File: config.mk
export PLATFORM = sky130hd
export DESIGN_NAME = nns_divider
export DESIGN_NICKNAME = d
export VERILOG_FILES = /design/src/sv/nns_pkg.sv /design/src/sv/nns_divider.sv
export SDC_FILE = /design/constraint.sdc
export NUM_CORES = 1
export LEC_CHECK = 0
export BUFFER_PORTS_ARGS = -buffer_cell sky130_fd_sc_hd__buf_2
export CORE_ASPECT_RATIO = 0.9
export CORE_MARGIN = 10
export CORE_UTILIZATION = 55
export DETAILED_ROUTE_END_ITERATION = 8
export GPL_TIMING_DRIVEN = 0
export PLACE_DENSITY = 0.73
export SYNTH_ARGS = -nofsm -noshare
export SYNTH_HDL_FRONTEND = slang
export SYNTH_SLANG_ARGS = --single-unit
File: constraint.sdc
create_clock -name clk -period 12.7 [get_ports clk]
set_clock_uncertainty 0.05 [all_clocks]
set_input_delay 1.27 -clock clk [delete_from_list [all_inputs] [get_ports clk]]
set_output_delay 1.27 -clock clk [all_outputs]
set_load 0.1 [all_outputs]
File: src/sv/nns_pkg.sv
// Package for the nearest-neighbor image scaler: sizes, register and opcode
// codes, the pipeline sideband word and the side-size saturation helper.
// No dependencies; the divider, the core and the testbench import it.
package nns_pkg;

  localparam int MAX_SIDE   = 256;
  localparam int SCALE_FRAC = 12;
  localparam int CHANNELS   = 3;

  // Fixed field widths of the ports.
  localparam int COORD_W   = 12;
  localparam int SIZE_W    = 9;
  localparam int SCALE_W   = 16;
  localparam int CFG_W     = 16;
  localparam int CFG_IDX_W = 2;
  localparam int PIX_W     = 8 * CHANNELS;

  // Derived sizes.
  localparam int SIDE_W     = $clog2(MAX_SIDE);
  localparam int SSIDE_W    = SIDE_W + 1;
  localparam int ADDR_W     = 2 * SIDE_W;
  localparam int DEPTH      = MAX_SIDE * MAX_SIDE;
  localparam int NUM_W      = COORD_W + SCALE_FRAC;
  localparam int PROD_W     = SSIDE_W + SCALE_W;
  localparam int DIV_STEPS  = 2;
  localparam int DIV_STAGES = (SIDE_W + DIV_STEPS - 1) / DIV_STEPS;
  localparam int DIV_LAT    = DIV_STAGES + 1;
  localparam int OUT_LAT    = DIV_LAT + 2;

  localparam logic [SIZE_W-1:0]  SIZE_RESET  = SIZE_W'(256);
  localparam logic [SCALE_W-1:0] SCALE_RESET = SCALE_W'(4096);

  typedef enum logic [CFG_IDX_W-1:0] {
    REG_SRC_WIDTH  = 2'd0,
    REG_SRC_HEIGHT = 2'd1,
    REG_H_SCALE    = 2'd2,
    REG_V_SCALE    = 2'd3
  } cfg_reg_t;

  typedef enum logic {
    OP_WRITE = 1'b0,
    OP_READ  = 1'b1
  } opcode_t;

  typedef struct packed {
    logic              valid;
    logic              rd;
    logic              oor;
    logic              wr_ok;
    logic [ADDR_W-1:0] wr_addr;
    logic [PIX_W-1:0]  pix;
  } sb_t;

  // A size of zero counts as one, a size above the store counts as the store.
  function automatic logic [SSIDE_W-1:0] sat_side(input logic [SIZE_W-1:0] v);
    logic [SSIDE_W-1:0] res;
    if (v == '0) begin
      res = SSIDE_W'(1);
    end else if (32'(v) > 32'(MAX_SIDE)) begin
      res = SSIDE_W'(MAX_SIDE);
    end else begin
      res = SSIDE_W'(v);
    end
    return res;
  endfunction

endpackage

File: src/sv/nns_divider.sv
// Pipelined restoring divider that maps one output coordinate to its source
// coordinate with round-half-down and clamping. Depends on nns_pkg.
module nns_divider import nns_pkg::*; (
  input  logic               clk,
  input  logic [NUM_W-1:0]   num,
  input  logic [SCALE_W-1:0] scale,
  input  logic [SSIDE_W-1:0] side,
  output logic [SIDE_W-1:0]  quo
);

  logic [NUM_W-1:0]  rem_r [DIV_STAGES];
  logic [SIDE_W-1:0] q_r   [DIV_STAGES];
  logic [SIDE_W-1:0] quo_r;
  logic [NUM_W-1:0]  scale_ext;

  assign scale_ext = NUM_W'(scale);

  // Each stage resolves DIV_STEPS quotient bits, most significant first. For an
  // in-range request the quotient is below the side, so SIDE_W bits suffice.
  for (genvar k = 0; k < DIV_STAGES; k++) begin : g_stage
    logic [NUM_W-1:0]  rem_in;
    logic [NUM_W-1:0]  rem_nxt;
    logic [SIDE_W-1:0] q_in;
    logic [SIDE_W-1:0] q_nxt;

    if (k == 0) begin : g_first
      assign rem_in = num;
      assign q_in   = '0;
    end else begin : g_next
      assign rem_in = rem_r[k-1];
      assign q_in   = q_r[k-1];
    end

    always_comb begin
      int b;
      rem_nxt = rem_in;
      q_nxt   = q_in;
      for (int j = 0; j < DIV_STEPS; j++) begin
        b = SIDE_W - 1 - (k * DIV_STEPS + j);
        if (b >= 0) begin
          if ((rem_nxt >> b) >= scale_ext) begin
            rem_nxt = rem_nxt - (scale_ext << b);
            q_nxt   = q_nxt | (SIDE_W'(1) << b);
          end
        end
      end
    end

    always_ff @(posedge clk) begin
      rem_r[k] <= rem_nxt;
      q_r[k]   <= q_nxt;
    end
  end

  // Round up only when the remainder is strictly above half the scale, then
  // clamp to the last source row or column.
  logic                rnd_up;
  logic [SIDE_W:0]     q_rnd;
  logic [SSIDE_W-1:0]  lim;
  logic [SIDE_W-1:0]   quo_nxt;

  always_comb begin
    rnd_up  = {rem_r[DIV_STAGES-1], 1'b0} > {1'b0, scale_ext};
    q_rnd   = {1'b0, q_r[DIV_STAGES-1]} + (SIDE_W + 1)'(rnd_up);
    lim     = side - SSIDE_W'(1);
    quo_nxt = (32'(q_rnd) > 32'(lim)) ? lim[SIDE_W-1:0] : q_rnd[SIDE_W-1:0];
  end

  always_ff @(posedge clk) begin
    quo_r <= quo_nxt;
  end

  assign quo = quo_r;

endmodule

Yosys cells after proc, flatten, opt, wreduce, memory -nomap -nowiden --
Memories as Yosys holds them, arrays and structs flattened. Index checks and enable logic that the tools add are counted.
Storage, ports and cells: flip-flop bits (word level) 8, bits in latches 0, memory bits (writable) 128, ROM bits 0, input bits 50, output and inout port bits 8, logic and storage cells 40, memories kept 2
Memory list:
- rem_r | depth 4, width 24, read ports 4, clocked after Yosys merged registers in 0, wr ports 4, RTL line nns_divider.sv:11 | logic [NUM_W-1:0] rem_r [DIV_STAGES];
- q_r | depth 4, width 8, read ports 4, clocked after Yosys merged registers in 0, wr ports 4, RTL line nns_divider.sv:12 | logic [SIDE_W-1:0] q_r [DIV_STAGES];
Cells by class: add/subtract/negate cells 10, multipliers 0, div/mod/pow operators 0, magnitude comparators 10, equality and inequality tests 0, shift operators 0, multiplexer cells 17, bitwise logic cells 0, reduce and logical (&&, ||, !) cells 0
Operator list (number):
- 24-bit two-way mux | 8
- 25-bit by 16-bit greater-than comparator with 1-bit output | 1
- 24-bit by 16-bit >= comparator with 1-bit output | 1
- 24-bit by 16-bit subtractor with 24-bit output | 1
- 24-bit by 17-bit subtractor with 24-bit output | 1
- 24-bit by 18-bit subtractor with 24-bit output | 1
- 24-bit by 19-bit subtractor with 24-bit output | 1
- 24-bit by 20-bit subtractor with 24-bit output | 1
- 24-bit by 21-bit subtractor with 24-bit output | 1
- 24-bit by 22-bit subtractor with 24-bit output | 1
- 24-bit by 23-bit subtractor with 24-bit output | 1
- 23-bit by 16-bit >= comparator with 1-bit output | 1
- 22-bit by 16-bit >= comparator with 1-bit output | 1
- 21-bit by 16-bit >= comparator with 1-bit output | 1
- 20-bit by 16-bit >= comparator with 1-bit output | 1
- 19-bit by 16-bit >= comparator with 1-bit output | 1
- 18-bit by 16-bit >= comparator with 1-bit output | 1
- 17-bit by 16-bit >= comparator with 1-bit output | 1
- 8-bit two-way mux | 2
- 8-bit by 1-bit adder with 9-bit output | 1
- 9-bit greater-than comparator | 1
- 9-bit by 1-bit subtractor with 9-bit output, second input constant | 1
- 7-bit two-way mux | 1
- 6-bit two-way mux | 1
- other kinds (5) | 5

Longest topological paths before layout --
Gate-level depths: netlist of run 1. An unclocked memory read counts as a cell.
depth in word-level cells 5, mapped depth 26, mapped depth without buffers 26

Worst setup path after synthesis of run 1 --
Ideal clock, no wire load.
kind input to register, from in scale[1], to mem rem_r[1][16] (netlist bit), setup time 0.121 ns, data arrival time 6.676 ns, required time 12.529 ns, path slack 5.853 ns, cell stages on the path 24, buffers on the path 3, path through inv_1 -> ha_1 -> nor2b_1 -> o21ai_0 -> a21oi_1 -> a2111oi_4 -> nor3_1 -> a211oi_2 -> nor2_1 -> clkbuf_1 -> clkbuf_1 -> o21ai_0 -> fa_1 -> nand2b_1 -> a21oi_1 -> o21ai_0 -> a21oi_1 -> o21ai_0 -> nand2b_1 -> a221o_1 -> a21o_1 -> or4b_1 -> buf_2 -> mux2_2
RTL lines:
- start, declared | RTL line nns_divider.sv:6 | input logic [SCALE_W-1:0] scale,
- end, declared | RTL line nns_divider.sv:11

==> flow_summary.json, run 1 <==
{
  "outcome": "finished, final reports clean",
  "setup_viol": 0,
  "routed_wl_um": 32900,
  "area_growth_syn_to_layout_pct": 10.9,
  "die_area_sq_mm": 0.0278,
  "hold_class": "flip-flop to flip-flop",
  "final_common_cell": "ha_1",
  "nets": 1715,
  "grt_usage": 0.228,
  "synth_area_leaders": "dfxtp_1, ha_1, mux2_2, xnor2_1, a21oi_1",
  "tritoncts": "done",
  "fp.dieH_um": 159,
  "yosysTopAreaCellShare": 0.210,
  "crit_slowest_cell": "inv_1",
  "n_antenna_cell": 0,
  "cts-resized-gates": 0,
  "drive_gt1_frac": 0.129,
  "highest-signal-layer": "met4",
  "clk_latency_ps": 420,
  "synth-compound-area-share": 0.236,
  "fmaxAchievable_mhz": 120,
  "rsz0062_at_grt": "no",
  "yosysSeqAreaShare": 0.210,
  "synthCells": 1425,
  "cts_root_buffer": "clkbuf_16",
  "final_cell_mix": "ha_1, dfxtp_1, a21oi_1",
  "drc": 0,
  "crit_path_frequent_cell": "o21ai_0",
  "synth_area_leader_cell": "dfxtp_1",
  "rows": 50,
  "drv_cap": 0,
  "muxShareOfSynthArea": 0.0788,
  "grt_pass1_vias": 9920,
  "core_area_sq_mm": 0.0210,
  "clockBufferDepth": 2,
  "start_kind": "input pin",
  "grt_pass1_wl_um": 52000,
  "dr.pass1.iters": 5,
  "hold_viol_final": 0,
  "syn_avg_cell_area_sq_um": 8.31,
  "synthSimpleGateAreaFrac": 0.166,
  "post_cts_buffers": 0,
  "ys_types": 74,
  "synthAdderAreaFrac": 0.178,
  "r2r_slack_ps": 5620,
  "required_ps": 12950,
  "io_pins": 58,
  "dr_wl_met2_um": 13600,
  "async_flop_share": 0,
  "ys_ff_latch": 124,
  "netlist_area_sq_mm": 0.0118,
  "postRouteAntennaNets": 0,
  "cts_sinks": 124,
  "num_vias": 10872,
  "ys_warn_count": 0,
  "grt_max_degree": 17,
  "worst-path-buf-inv": 5,
  "critPathMaxStageDelay_ps": 610,
  "worst_pin_slew_ps": 1060,
  "post-route-min-period_ps": 8320,
  "synth_nets": 1639,
  "timing.final.crit_share": 0.655,
  "tns_ps": 0,
  "port_buffers": 57,
  "synthXorXnorAreaFrac": 0.0954,
  "hpwl_um": 25000,
  "antenna_found_initial": 0,
  "synth_edf_count": 0,
  "synth_top_family_by_area": "compound AO/OA/AOI/OAI gates",
  "worstSetupPathType": "input pin to flip-flop",
  "cts_made_buffers": 17,
  "drt_iter0_markers": 943,
  "gp_congestion": 0.942,
  "wl_met3_um": 2870,
  "initial_core_util": 0.564,
  "dominantRegCellSynth": "dfxtp_1",
  "chipWidth_um": 175,
  "cts_hold_buf": 0,
  "htree_levels": 4,
  "relSlewSlack": 0.276,
  "grt_overflow": 0,
  "wl_per_cell_um": 18.3,
  "cts.clk_slew.worst_paths_ps": 60,
  "viasPerCell": 6.04,
  "slew_violations": 0,
  "endpoint_kind": "flip-flop",
  "met1Wirelength_um": 15900,
  "cpLargestDelayFamily": "compound AO/OA/AOI/OAI gates",
  "critical_path_arrival_ps": 8570,
  "worst-path-max-fanout": 15
}
==> through the flow <==
step	setup WS, ps	hold WS (ps)	cells	util	cell area [sq um]
after global placement	4380	260	1768	0.594	12500
after detailed placement	4260	262	1768	0.594	12500
after global routing	3920	279	1799	0.625	13100
after CTS	4600	275	1799	0.625	13100
final	4380	272	1799	0.625	13100
after floorplan	5850	260	1425	-	11800
==> cell type report <==
cell class	count	area, sq um
tap	286	358
clock buffer	18	439
buffer	22	114
fill	1834	7880
sequential	124	2480
multi-input combinational	1195	8930
inverter	84	317
clock inverter	13	213
timing repair buffer	57	285
==> cell usage after synthesis (22+ instances only) <==
| library cell | count |
|---|---|
| a21o_1 | 46 |
| a21oi_1 | 122 |
| dfxtp_1 | 124 |
| ha_1 | 156 |
| inv_1 | 82 |
| mux2_2 | 66 |
| nand2_1 | 96 |
| nand2b_1 | 23 |
| nand3_1 | 22 |
| nand4_1 | 23 |
| nor2_1 | 93 |
| nor3_1 | 37 |
| o21a_1 | 34 |
| o21ai_0 | 98 |
| xnor2_1 | 79 |
| xor2_1 | 50 |
==> path summary, 6_finish.rpt <==
path | from | depth (start not counted) | end
max reg2reg | rem_r[0][18] | 22 | rem_r[1][16]
min | q_r[2][4] | 0 | q_r[3][4]
min reg2reg | q_r[2][4] | 0 | q_r[3][4]
max | scale[1] | 26 | rem_r[1][16]
==> per-layer routing <==
layer | vias up | GRT usage
met5 | - | 0
met4 | 0 | 0.0581
met3 | 32 | 0.0561
met2 | 394 | 0.337
met1 | 5042 | 0.322
li1 | 5404 | -
==> sequential cells by signal (all words and copies together) (netlist names) <==
name and cells:
quo 8, rem_r 96, q_r 20
==> logic make-up after synthesis <==
logic type | count (synthesis)
flops | 124
simple gates | 390
fa+ha+maj | 164
xor+xnor | 129
compound gates | 427
mux | 85
buf+inv | 106
==> worst reg2reg max path: stages, from the launching register on <==
cell and delay, ps:
dfxtp_1 340, ha_1 390, nand4_1 130, or2_2 320, o31ai_1 590, a21oi_1 170, nor2_1 560, clkbuf_1 500
clkbuf_1 510, nand2_1 110, o21ai_0 240, fa_1 320, nand2b_1 120, a21oi_1 80, o21ai_0 260, a21oi_1 140
o21ai_0 280, nand2b_1 160, a221o_1 410, a21o_1 180, or4b_1 540, buf_2 250, mux2_2 330
Power of run 1 is left out: the tool's default activity adds up to more than one toggle a clock period on the data nets, which glitch-free logic cannot reach.
==> run 2: changes to the inputs <==
--- a/config.mk
+++ b/config.mk
@@ -5,13 +5,14 @@
 export SDC_FILE = /design/constraint.sdc
 export NUM_CORES = 1
 export LEC_CHECK = 0
+export ABC_AREA = 1
 export BUFFER_PORTS_ARGS = -buffer_cell sky130_fd_sc_hd__buf_2
 export CORE_ASPECT_RATIO = 0.9
 export CORE_MARGIN = 10
 export CORE_UTILIZATION = 55
 export DETAILED_ROUTE_END_ITERATION = 8
 export GPL_TIMING_DRIVEN = 0
-export PLACE_DENSITY = 0.73
+export PLACE_DENSITY = 0.72
 export SYNTH_ARGS = -nofsm -noshare
 export SYNTH_HDL_FRONTEND = slang
 export SYNTH_SLANG_ARGS = --single-unit
==> constraint.sdc (replaced) <==
create_clock -name clk -period 8.7 [get_ports clk]
set_clock_uncertainty 0.05 [all_clocks]
set_input_delay 0.87 -clock clk [delete_from_list [all_inputs] [get_ports clk]]
set_output_delay 0.87 -clock clk [all_outputs]
set_load 0.1 [all_outputs]
==> run 2 against run 1 <==
  * Die area rose by 8.0%
  * Worst setup slack got worse by 1200 ps
  * Non-clock buffer count rose by 5
  * Utilization fell by 1.5 points
  * Global-route usage rose by 2.7 points
  * Design area rose by 8.0%
  * Synthesized cell count rose by 42%
  * Critical path type unchanged
  * Largest cell class unchanged
==> flow_summary.json, run 2 <==
{
  "outcome": "finished, final reports clean",
  "hold_depth": 0,
  "crit_path_frequent_cell": "nand2_1",
  "grt_max_degree": 17,
  "start_kind": "input pin",
  "setup_viol": 0,
  "fp.dieH_um": 165,
  "grt_pass1_wl_um": 62200,
  "n_antenna_cell": 0,
  "post-route-min-period_ps": 5540,
  "area_growth_syn_to_layout_pct": 9.77,
  "postRouteAntennaNets": 0,
  "crit_slowest_cell": "inv_1",
  "worst_pin_slew_ps": 887,
  "cts_made_buffers": 17,
  "largest_reg_flops": 96,
  "num_vias": 13331,
  "tns_ps": 0,
  "io_pins": 58,
  "synth_area_leader_cell": "dfxtp_1",
  "drt_iter0_markers": 1108,
  "yosysSeqAreaShare": 0.192,
  "tritoncts": "done",
  "ys_warn_count": 0,
  "n_fill_cell": 2255,
  "antenna_found_initial": 0,
  "ys_top_cells_by_count": "nand2_1, inv_1, ha_1",
  "netlist_area_sq_mm": 0.0129,
  "hold_viol_final": 0,
  "drc": 0,
  "min_to": "q_r[3][5]",
  "routed_wl_um": 38500,
  "dr.pass1.iters": 6,
  "fmaxAchievable_mhz": 181,
  "cts.clk_slew.worst_paths_ps": 60,
  "htree_levels": 4,
  "grt_overflow": 0,
  "syn_avg_cell_area_sq_um": 6.39,
  "initial_core_util": 0.556,
  "r2r-start": "rem_r[0][13]",
  "worstRegToRegCells": 24,
  "timing.rr.end": "rem_r[1][15]",
  "synth.most_common_cell": "nand2_1",
  "drive_gt1_frac": 0.0857,
  "worst-path-max-fanout": 15,
  "synth_area_leaders": "dfxtp_1, nand2_1, ha_1, inv_1, a21oi_1",
  "die_area_sq_mm": 0.0301,
  "grt_pass1_vias": 12484,
  "largest-register": "rem_r",
  "gp_congestion": 0.968,
  "cpLargestDelayFamily": "compound AO/OA/AOI/OAI gates",
  "synth_nets": 2237,
  "worstSetupPathType": "input pin to flip-flop",
  "rsz0062_at_grt": "no",
  "hpwl_um": 30400,
  "port_buffers": 57,
  "cts_hold_buf": 0,
  "min_from": "q_r[2][5]",
  "relSlewSlack": 0.408,
  "worst-path-buf-inv": 6,
  "clockBufferDepth": 2,
  "slew_violations": 0,
  "critPathMaxStageDelay_ps": 620,
  "async_flop_share": 0,
  "cts_sinks": 124,
  "clk_latency_ps": 430,
  "timing.final.ws_setup_ps": 3160,
  "hold_class": "flip-flop to flip-flop",
  "required_ps": 8980,
  "critical_path_arrival_ps": 5820,
  "cts_root_buffer": "clkbuf_16",
  "drv_cap": 0,
  "final_cell_mix": "nand2_1, inv_1, ha_1",
  "ys_types": 50,
  "timing.final.crit_share": 0.637,
  "rows": 53,
  "endpoint_kind": "flip-flop",
  "core_area_sq_mm": 0.0233,
  "pre_cts_ws_ps": 2700,
  "r2r_slack_ps": 3990,
  "yosysTopAreaCellShare": 0.192,
  "viasPerCell": 5.52,
  "chipWidth_um": 182,
  "post_cts_buffers": 0,
  "grt_usage": 0.255,
  "finish.utilization": 0.610,
  "ys_ff_latch": 124,
  "synthCells": 2023,
  "final_common_cell": "nand2_1",
  "synth_edf_count": 0,
  "wl_per_cell_um": 16.0,
  "nets": 2313,
  "cts-resized-gates": 0,
  "dominantRegCellSynth": "dfxtp_1"
}
## run 2: changes by cell type after synthesis, moves of 30 or more
cell,change
nand2_1,+513
a21o_1,-32
inv_1,+144
a21oi_1,+30
mux2_2,-66
nand3_1,+89
o21a_1,-32
nor2_1,+59
## run 2: worst register-to-register path, delay by kind of cell, from the launching register on
family / cells / cell delay (ps)
and+or+nand+nor: 11 / 1250
buffers and inverters: 5 / 910
adders and majority gates: 2 / 780
DFF: 1 / 330
AOI/OAI and AO/OA: 6 / 1280
## run 2: kinds of logic after synthesis
family	after synthesis	synth area share
XOR/XNOR	118	0.0799
AO/OA/AOI/OAI	355	0.148
adder cells (fa/ha/maj)	164	0.163
AND/OR/NAND/NOR	993	0.332
flip-flops	124	0.192
buffers and inverters	269	0.0850
## run 2: metrics by stage
step                      area [sq um]  std cells  hold slack [ps]
after CTS                        14200       2414              271
after floorplan                  12900       2023              260
final                            14200       2414              270
after detailed placement         13600       2382              262
after global routing             14200       2414              276
after global placement           13600       2382              261
## run 2: worst max path at each step
stage / startpoint / endpoint / cells past startpoint
6_report: scale[1] / rem_r[1][15] / 25
5_1_grt: scale[1] / rem_r[1][15] / 27
4_1_cts: scale[1] / rem_r[1][15] / 25
3_5_place_dp: scale[1] / rem_r[1][15] / 25
3_3_place_gp: scale[1] / rem_r[1][15] / 25
2_1_floorplan: scale[1] / rem_r[2][21] / 27
## run 2: final cells by class
cell class / instances / area [sq um] / area share
tap: 302 / 378 / 0.0266
clock inverter: 15 / 175 / 0.0123
multi-input combinational: 1630 / 9350 / 0.659
inverter: 242 / 911 / 0.0642
buffer: 27 / 188 / 0.0132
clock buffer: 17 / 425 / 0.0300
timing repair buffer: 57 / 285 / 0.0201
sequential: 124 / 2480 / 0.175
## run 2: routing by layer
metal | GRT usage | wire length [um] | up-vias
met5 | 0 | 0 | -
met2 | 0.412 | 16900 | 450
met4 | 0.0809 | 996 | 0
met3 | 0.0494 | 2920 | 64
li1 | - | - | 6820
met1 | 0.337 | 17700 | 5997
Power of run 2 is left out for the same reason.
==> run 3: changes to the inputs <==
--- a/config.mk
+++ b/config.mk
@@ -5,14 +5,14 @@
 export SDC_FILE = /design/constraint.sdc
 export NUM_CORES = 1
 export LEC_CHECK = 0
-export ABC_AREA = 1
+export ABC_AREA = 0
 export BUFFER_PORTS_ARGS = -buffer_cell sky130_fd_sc_hd__buf_2
 export CORE_ASPECT_RATIO = 0.9
 export CORE_MARGIN = 10
 export CORE_UTILIZATION = 55
 export DETAILED_ROUTE_END_ITERATION = 8
 export GPL_TIMING_DRIVEN = 0
-export PLACE_DENSITY = 0.72
+export PLACE_DENSITY = 0.73
 export SYNTH_ARGS = -nofsm -noshare
 export SYNTH_HDL_FRONTEND = slang
 export SYNTH_SLANG_ARGS = --single-unit
==> constraint.sdc (replaced) <==
create_clock -name clk -period 5.8 [get_ports clk]
set_clock_uncertainty 0.05 [all_clocks]
set_input_delay 0.58 -clock clk [delete_from_list [all_inputs] [get_ports clk]]
set_output_delay 0.58 -clock clk [all_outputs]
set_load 0.1 [all_outputs]
==> run 3 against run 2 <==
  * Via count decreased by 16%
  * Sequential cell count unchanged
  * First-iteration DRC count is 3.7% lower
  * Sequential share of layout area up 0.34 points
  * Non-clock buffer count increased by 43
  * Die area fell by 7.4%
  * Critical path depth down 2
  * Routed wire length shrank 6.9%
  * Worst setup slack lost 3000 ps
  * Count of clock-buffer cells in the layout up 2
  * Global-route usage decreased by 0.95 points
  * Critical endpoint is now rem_r[2][16]
==> flow_summary.json, run 3 (synthesis gave the netlist of run 1 again) <==
{
  "critPathMaxStageDelay_ps": 390,
  "worst-path-max-fanout": 10,
  "num_vias": 11171,
  "routed_wl_um": 35900,
  "slew_violations": 0,
  "rows": 50,
  "relSlewSlack": 0.304,
  "grt_usage": 0.246,
  "tritoncts": "done",
  "grt_overflow": 0,
  "final_cell_mix": "ha_1, dfxtp_1, a21oi_1",
  "n_antenna_cell": 0,
  "viasPerCell": 6.04,
  "gp_congestion": 0.944,
  "grt_max_degree": 17,
  "chipWidth_um": 175,
  "postRouteAntennaNets": 0,
  "grt_pass1_wl_um": 55200,
  "required_ps": 6050,
  "critical_path_arrival_ps": 5940,
  "wl_per_cell_um": 19.4,
  "drive_gt1_frac": 0.198,
  "fmaxAchievable_mhz": 176,
  "cts_made_buffers": 17,
  "io_pins": 58,
  "post-route-min-period_ps": 5690,
  "area_growth_syn_to_layout_pct": 17.5,
  "hold_viol_final": 0,
  "cts_root_buffer": "clkbuf_16",
  "path_cells": "buf_2, clkinvlp_4, buf_12, ha_1, nand3_1, nor2_2, o21ai_0, o211ai_1, buf_4, buf_4, mux2_2, ha_1, a21o_1, a21oi_1, o21ai_1, a211o_1, a31oi_1, inv_1, a2111oi_4, o2111ai_4, nor2_4, buf_6, mux2_2",
  "cts.clk_slew.worst_paths_ps": 60,
  "worst-path-buf-inv": 7,
  "nets": 1763,
  "largest-register": "rem_r",
  "endpoint_kind": "flip-flop",
  "hold_class": "input pin to flip-flop",
  "drt_iter0_markers": 1067,
  "core_area_sq_mm": 0.0210,
  "htree_levels": 4,
  "clockBufferDepth": 2,
  "drc": 0,
  "port_buffers": 57,
  "cpLargestDelayFamily": "compound AO/OA/AOI/OAI gates",
  "hpwl_um": 25000,
  "n_fill_cell": 1732,
  "drv_cap": 0,
  "finish.utilization": 0.662,
  "timing.final.crit_share": 0.980,
  "fp.dieH_um": 159,
  "setup_viol": 0,
  "worstSetupPathType": "input pin to flip-flop",
  "cts_sinks": 124,
  "clk_latency_ps": 430,
  "dr.pass1.iters": 5,
  "grt_pass1_vias": 10443,
  "antenna_found_initial": 1,
  "outcome": "finished, final reports clean",
  "initial_core_util": 0.564,
  "start_kind": "input pin",
  "die_area_sq_mm": 0.0278,
  "final_common_cell": "ha_1",
  "crit_slowest_cell": "ha_1",
  "worst_pin_slew_ps": 1020,
  "largest_reg_flops": 96
}
run 3: cell types whose count changed in the layout (fill, tap and decap cells not counted), moves of 42 or more:
| cell | before | now |
|---|---|---|
| buf_4 | 4 | 46 |
| inv_1 | 226 | 67 |
| mux2_2 | 0 | 66 |
| nand2_1 | 609 | 96 |
| nand3_1 | 111 | 22 |
| nor2_1 | 152 | 90 |
run 3: per-stage QoR:
step | instances | TNS, ps | setup slack [ps] | hold slack [ps] | area, sq um
CTS | 1841 | 0 | 7.98 | 190 | 13700
finish | 1848 | 0 | 113 | 201 | 13900
global placement | 1768 | -92380 | -1390 | 261 | 12500
global route | 1848 | -1760 | -116 | 195 | 13900
detailed placement | 1768 | -95800 | -1420 | 262 | 12500
floorplan | 1425 | 0 | 0.711 | 260 | 11900
run 3: repair_timing:
| item | 4_1_cts | 5_1_grt |
|---|---|---|
| setup buffers | 42 | 8 |
| resized for setup | 45 | 44 |
| endpoints found under the setup margin | 88 | 93 |
| hold buffers | 0 | 0 |
| pin swaps | 4 | 7 |
run 3: layer usage:
layer	global-route usage	up-vias	part of all wire
met4	0.0801	2	0.025
met2	0.368	425	0.42
met1	0.332	5208	0.46
met3	0.0689	50	0.087
met5	0	-	0.00036
li1	-	5486	-
run 3: final cells by class:
class / instances / area [sq um] / area share
multi-input cells: 1195 / 9200 / 0.661
flip-flops and latches: 124 / 2480 / 0.178
repair buffers: 107 / 761 / 0.0546
clock buffers: 19 / 453 / 0.0325
inverters: 84 / 373 / 0.0268
clock inverters: 13 / 156 / 0.0112
well taps: 286 / 358 / 0.0257
plain buffers: 20 / 140 / 0.0101
run 3: path summary, 6_finish.rpt:
| path | endpoint | cells after the start | slack (ps) | startpoint |
|---|---|---|---|---|
| min reg2reg | q_r[1][6] | 0 | 280 | q_r[0][6] |
| min | rem_r[0][0] | 1 | 200 | num[0] |
| max | rem_r[2][16] | 23 | 110 | scale[13] |
| max reg2reg | rem_r[2][16] | 21 | 260 | rem_r[1][20] |
Power of run 3 is left out for the same reason.
